$ cat src/rtl/tbg_pkg.sv
// Shared constants, types and coefficient tables of the text box geometry decoder.
package tbg_pkg;

    // Map bounds and configuration register map
    localparam int MAP_SIZE = 128;
    localparam logic [1:0] REG_THRESHOLD_ADDR = 2'd0;
    localparam logic [15:0] THRESH_RESET = 16'd32768;

    // Angle reduction in Q.29 radians
    localparam logic signed [33:0] HALF_PI_Q29 = 34'sd843314857;
    localparam logic signed [33:0] PI_Q29_S = 34'sd1686629713;
    localparam logic signed [33:0] THREE_HALF_PI_Q29 = 34'sd2529944571;
    localparam logic signed [31:0] RED_T1 = 32'sd421657428;
    localparam logic signed [31:0] RED_T2 = 32'sd1264972285;
    localparam logic signed [31:0] RED_T3 = 32'sd2108287142;
    localparam logic signed [31:0] RED_NT1 = -32'sd421657428;
    localparam logic signed [31:0] RED_NT2 = -32'sd1264972285;
    localparam logic signed [31:0] RED_NT3 = -32'sd2108287142;

    // Polynomial datapath widths
    localparam int X2_W = 30;
    localparam int T_W = 31;
    localparam logic [T_W-1:0] ONE_Q30 = 31'h4000_0000;

    // Horner divisors, innermost first
    localparam int SIN_STEPS = 3;
    localparam int COS_STEPS = 4;
    localparam int SIN_DIV [SIN_STEPS] = '{42, 20, 6};
    localparam int COS_DIV [COS_STEPS] = '{56, 30, 12, 2};

    // Radians to degrees: dmag = round((amag * 180 * 2^24) / pi_q29)
    localparam int DEG_SHIFT = 20;
    localparam logic [63:0] DEG_A = 64'd3019898880;
    localparam logic [63:0] DEG_P = 64'd1686629713;
    localparam logic [63:0] DEG_B = 64'd843314856;
    localparam logic [63:0] DEG_K = (DEG_A << DEG_SHIFT) / DEG_P;
    localparam logic [63:0] DEG_HS = (64'd1 << (DEG_SHIFT - 1)) - 64'd1;

    // Centre saturation bounds, Q12.6
    localparam logic signed [20:0] CENTER_MAX = 21'sd131071;
    localparam logic signed [20:0] CENTER_MIN = -21'sd131072;

    // Pipeline depth of the side band
    localparam int SIDE_LEN = 13;

    // Quarter turn taken off the angle
    typedef enum logic [1:0] {
        QUAD_0   = 2'd0,
        QUAD_90  = 2'd1,
        QUAD_180 = 2'd2,
        QUAD_270 = 2'd3
    } t_quad;

    // Per-request data carried alongside the polynomial cells
    typedef struct packed {
        logic [6:0]         col;
        logic [6:0]         row;
        logic [15:0]        score;
        logic [15:0]        dt;
        logic [15:0]        dr;
        logic [15:0]        db;
        logic [15:0]        dl;
        logic signed [15:0] ang;
        logic [X2_W-1:0]    ax;
        t_quad              quad;
        logic               neg;
    } t_side;

endpackage

$ cat src/rtl/tbg_horner_cell.sv
// One Horner step cell: t_out = 1 - (x2 * t_in) / DIV, in Q.30, two register stages.
module tbg_horner_cell import tbg_pkg::*; #(
    parameter int DIV = 2
) (
    input  logic            i_clk,
    input  logic [X2_W-1:0] i_x2,
    input  logic [T_W-1:0]  i_t,
    output logic [X2_W-1:0] o_x2,
    output logic [T_W-1:0]  o_t
);

    localparam int K = $clog2(DIV);
    localparam logic [63:0] RECIP = ((64'd1 << (X2_W + K)) + 64'(DIV) - 64'd1) / 64'(DIV);

    logic [X2_W-1:0] r_p;
    logic [X2_W-1:0] r_x2a;
    logic [X2_W-1:0] r_x2b;
    logic [T_W-1:0]  r_t;
    logic [60:0]     prod;
    logic [61:0]     qprod;
    logic [61:0]     qsh;
    logic [T_W-1:0]  n_t;

    // Product of x2 and the running term
    assign prod = 61'(i_x2) * 61'(i_t);

    // Divide by the constant through its reciprocal
    assign qprod = 62'(r_p) * 62'(RECIP[31:0]);
    assign qsh   = qprod >> (X2_W + K);
    assign n_t   = ONE_Q30 - qsh[T_W-1:0];

    // Advance both stages and hand x2 to the neighbor
    always_ff @(posedge i_clk) begin
        r_p   <= prod[59:30];
        r_x2a <= i_x2;
        r_t   <= n_t;
        r_x2b <= r_x2a;
    end

    assign o_x2 = r_x2b;
    assign o_t  = r_t;

endmodule

$ cat config.mk
export PLATFORM = sky130hd
export DESIGN_NAME = tbg_horner_cell
export DESIGN_NICKNAME = d
export VERILOG_FILES = /design/src/rtl/tbg_pkg.sv /design/src/rtl/tbg_horner_cell.sv
export SDC_FILE = /design/constraint.sdc
export NUM_CORES = 2
export LEC_CHECK = 0
export ABC_AREA = 1
export BUFFER_PORTS_ARGS = -buffer_cell sky130_fd_sc_hd__buf_2
export CORE_UTILIZATION = 64
export CTS_BUF_LIST = sky130_fd_sc_hd__clkbuf_16
export DETAILED_ROUTE_END_ITERATION = 8
export GPL_ROUTABILITY_DRIVEN = 0
export MAX_ROUTING_LAYER = met4
export PLACE_DENSITY_LB_ADDON = 0.12
export SETUP_SLACK_MARGIN = 0.15
export SYNTH_ARGS = -nofsm -noshare
export SYNTH_HDL_FRONTEND = slang
export SYNTH_SLANG_ARGS = --single-unit
$ cat constraint.sdc
create_clock -name i_clk -period 13.6 [get_ports i_clk]
set_input_delay 0.68 -clock i_clk [delete_from_list [all_inputs] [get_ports i_clk]]
set_output_delay 0.68 -clock i_clk [all_outputs]
set_load 0.005 [all_outputs]
# Yosys cells after proc, flatten, opt, wreduce, memory -nomap -nowiden

Index checks and enable logic that the tools add are counted.

Logic and storage cells: 6
Input bits: 62
Flip-flop bits (word level): 121
Output and inout bits: 61

$add $sub $neg: 1
Multiply operators: 1

Operators with widths:

| kind                                               | count |
|---|---|
| multiplier 30 x 31 -> 60 bit                       | 1 |
| subtractor 31 x 29 -> 31 bit, first input constant | 1 |

# Depth between registers and ports, before layout

Word-level depth: 1
Mapped depth: 31
Gate-level depth less buffers: 29

# Worst setup path after synthesis

No wires, ideal clock.

Path type: input -> register
From: input port i_t[26]
To: register r_p[29]
Setup slack: 7004 ps
Data required time: 13488 ps
Path buffers: 1
Stages: 25
Arrival time: 6484 ps
Path through: clkbuf_1 > nand2_1 > fa_1 > inv_1 > fa_1 > inv_1 > fa_1 > inv_1 > fa_1 > inv_1 > fa_1 > fa_1 > fa_1 > fa_1 > inv_1 > ha_1 > a21oi_1 > o21ai_1 > a21oi_1 > o21a_1 > nor2_1 > nor2_1 > nand2_1 > nand2_1 > nand2_1

Cells in the longest elaborated chain, start to end: 1

Ends and longest elaborated chain:

| item                         | line                  | text |
|---|---|---|
| start, declared              | tbg_horner_cell.sv:7  | `input logic [T_W-1:0] i_t,` |
| multiplier 30 x 31 -> 60 bit | tbg_horner_cell.sv:25 | `assign prod = 61'(i_x2) * 61'(i_t);` |
| via prod[59]                 | tbg_horner_cell.sv:19 | `logic [60:0] prod;` |
| end signal, assigned         | tbg_horner_cell.sv:34 | `r_p <= prod[59:30];` |
| end, declared                | tbg_horner_cell.sv:15 | `logic [X2_W-1:0] r_p;` |

The timed path passes the listed nets, and every way through them passes these cells.

# Worst setup path after layout

From: input port i_x2[6]
To: register r_p[19]

Cells in the longest elaborated chain, start to end: 1

Ends and longest elaborated chain:

| item                         | line                  | text |
|---|---|---|
| start, declared              | tbg_horner_cell.sv:6  | `input logic [X2_W-1:0] i_x2,` |
| multiplier 30 x 31 -> 60 bit | tbg_horner_cell.sv:25 |  |
| via prod[49]                 | tbg_horner_cell.sv:19 |  |

The timed path passes the listed nets, and every way through them passes these cells.

==> out/results.txt <==
The run finished with clean final reports. The slew at the pin with the worst max-slew slack is 0.861 ns, and the relative slew slack is 42.6%. No sink is reached through more buffers than the 2 on the longest clock path.

Each instance of the synthesized netlist takes up on average 7.79 um^2. Among cell families on the critical path, the largest total delay comes from adder cells. The met2 routed wirelength is 41200 um, and the layout cell share with drive strength beyond 1 is 4.93%. The routed design uses 8390 um of met3 wire. The logs give 6 for the detailed-routing iteration count for the pre-antenna-repair pass and 7.49 ns for the critical path data arrival time.

In this run the remaining antenna-violating nets after routing total 0. The share of synthesized flip-flops with an asynchronous set or reset is 0%, and the shortest clock period the worst path allows after layout is 7.11 ns. Of the synthesized area, sequential elements account for 6.91%. The total grt overflow came out at 0. The class of the most critical hold timing path was flop to flop.

The number of DRC markers in iteration 0 is 2110. The endpoint required time on the critical path was 13.98 ns. HPWL after detailed placement: 71900 um. After clock tree synthesis, the repair step resized 0 gates. Using the TritonRoute via totals, the vias-per-cell ratio works out to 5.18. The number of flops mapped to enable cells by yosys was 0. The worst path buffer plus inverter count is 7, and the synthesis-stage register bit count is 120.

For the clock skew, the log shows 0.0171 ns. In this run the standard cell core region covers 53700 um^2. Along the worst path, the maximum fanout reaches 32.

In the layout the commonest cells are 1484 x sky130_fd_sc_hd__inv_1, 1136 x sky130_fd_sc_hd__nand2_1, 806 x sky130_fd_sc_hd__fa_1, 241 x sky130_fd_sc_hd__ha_1, 137 x sky130_fd_sc_hd__nor2_1. The tools report the final cell count without fillers as 5138. The first global-routing pass estimated 149000 um of wire. Setup repair after global routing left no endpoint under its margin. The filler cell count in the final layout is 4513. During I/O placement, the number of pins put on the boundary was 123.

The most common cell after layout, fill and taps aside was sky130_fd_sc_hd__inv_1. For this configuration, the core starts out at a cell density of 64.8%. The most common flop cell mapped by yosys is sky130_fd_sc_hd__dfxtp_1. For the number of max-cap violations, the log shows 0. The number of setup buffers added after CTS is 0.

STA classifies the critical path endpoint as a flop. The run gives 4465 as the synthesized instance count. The root buffer cell chosen for the clock tree is sky130_fd_sc_hd__clkbuf_16. The largest individual stage delay along the critical path comes from the cell sky130_fd_sc_hd__buf_2. The synthesized netlist occupies a cell area of 34800 um^2.

The most numerous cell on the critical path is sky130_fd_sc_hd__fa_1. The tools report the startpoint type of the worst setup path as a primary input. The detailed router used layers up to and including met4. For the number of hold violations in the final report, the log shows 0. The placed instances occupy a cell area of 35600 um^2. For the CTS H-tree depth, the log shows 4.

Met1 wire length: 37100 um. Number of antenna violations at the first check in global routing: 1. The synthesized netlist contains 42 unique library cells. The clock slew seen by the registers of the worst setup and hold paths was 0.08 ns.

The tools report the clock insertion delay at the later pin of the skew report as 0.50 ns. Dividing the final minimum period by the clock period gives 52.3%. Across all layers, the routed design uses 26600 vias. The number of design rule violations left after detail routing is 0. Critical path start-end classification: primary input to flop. Setup total negative slack on the finished layout was measured at 0 ns. Setup violations remaining at the end of the flow were counted as 0.

After detailed routing, the average wire length per cell comes to 17.2 um. The final net count is 5536. The die is 235 um wide. The area added between synthesis and finish was 4.12%.

For this run, the number of Yosys warnings is 0. Hold repair after CTS inserted 0 buffers. For the maximum number of pins on one net before global-route repair, the log shows 33.

Global routing used 36.0% of the available tracks across all layers. The post-route cell area came out at 36200 um^2. TritonCTS built the clock tree. Counting tap cells, the placed design contains a total of 5104 instances. The number of clock buffers inserted by TritonCTS was 17; the number of pins exceeding their max-slew limit in the final report was 0. The number of global-route vias before repair came out at 28400.

The quantity of I/O buffers inserted on ports is 122, and the cell row count is 85. The run gives 55300 um^2 as the die footprint. The number of clock sinks came out at 120. Summed over all layers, the routed wires come to 88600 um.

The die is 235 um tall. The post-synth net total came out at 5574. Based on the critical path, the design can be clocked at up to 141 MHz. On the worst path, the slowest cell contributes a delay of 0.59 ns.
## registers in the layout, summed over array words and instances (netlist names)
signal / count
o_t: 31
o_x2: 30
r_p: 29
r_x2a: 30
## per-stage QoR
step	setup WS (ns)	utilization, %	hold WS (ns)
after floorplan	7.00	-	0.310
after global placement	6.00	66.3	0.310
after detailed placement	6.06	66.3	0.312
after CTS	6.55	67.4	0.309
after global routing	6.14	67.4	0.320
final	6.49	67.4	0.308
## worst paths after layout
check            start        to  slack (ns)  cells past startpoint
min          r_x2a[25]  o_x2[25]        0.31                      0
max            i_x2[6]   r_p[19]        6.49                     25
min reg2reg  r_x2a[25]  o_x2[25]        0.31                      0
max reg2reg     r_p[2]   o_t[26]       11.76                     10
## worst reg2reg max path: cells and delay by family (launching register included)
family / cells / cell delay [ns]
AND/OR/NAND/NOR: 6 / 0.85
XOR/XNOR: 1 / 0.16
adder cells (fa/ha/maj): 1 / 0.20
flip-flops: 1 / 0.33
buffers and inverters: 2 / 0.18
## cells in the mapped netlist, types with 7 or more instances
master	number	share of area (%)
sky130_fd_sc_hd__nand3_1	46	0.66
sky130_fd_sc_hd__nor3_1	10	0.14
sky130_fd_sc_hd__o21ai_1	8	0.12
sky130_fd_sc_hd__o21a_1	7	0.15
sky130_fd_sc_hd__o21ai_0	46	0.66
sky130_fd_sc_hd__nor2_4	7	0.23
sky130_fd_sc_hd__xnor2_1	12	0.30
sky130_fd_sc_hd__ha_1	241	8.7
sky130_fd_sc_hd__xor2_1	33	0.83
sky130_fd_sc_hd__nor2_1	137	1.5
sky130_fd_sc_hd__nand4_1	8	0.14
sky130_fd_sc_hd__nor2_2	16	0.29
sky130_fd_sc_hd__clkbuf_1	177	1.9
sky130_fd_sc_hd__fa_1	806	46
sky130_fd_sc_hd__nand2_1	1136	12
sky130_fd_sc_hd__o21bai_1	9	0.19
sky130_fd_sc_hd__dfxtp_1	120	6.9
sky130_fd_sc_hd__inv_1	1484	16
sky130_fd_sc_hd__a21oi_1	80	1.2
sky130_fd_sc_hd__inv_2	23	0.25
## cell type report
cell class / instances / area, um^2 / area share (%)
Timing Repair Buffer: 126 / 641 / 1.77
Sequential cell: 120 / 2400 / 6.63
Tap cell: 696 / 871 / 2.40
Clock inverter: 15 / 176 / 0.487
Clock buffer: 17 / 425 / 1.17
Multi-Input combinational cell: 2655 / 26000 / 71.9
Antenna cell: 2 / 5.00 / 0.0138
Inverter: 1507 / 5660 / 15.6
## cell families after synthesis
logic type,after synthesis,synth area share [%]
adders and majority gates,1047,55.1
DFF,120,6.91
xor gates and xnor gates,45,1.13
AOI/OAI and AO/OA,171,2.71
buffers and inverters,1690,18.2
and+or+nand+nor,1392,16.0
## metal layers
metal	track usage, %	vias to the layer above
met2	56.0	1139
met3	7.33	145
met1	48.5	13100
met4	9.29	0
li1	-	12200
met5	-	-
Power is left out: the tool's default activity adds up to more than one toggle a clock period on the data nets, which glitch-free logic cannot reach.
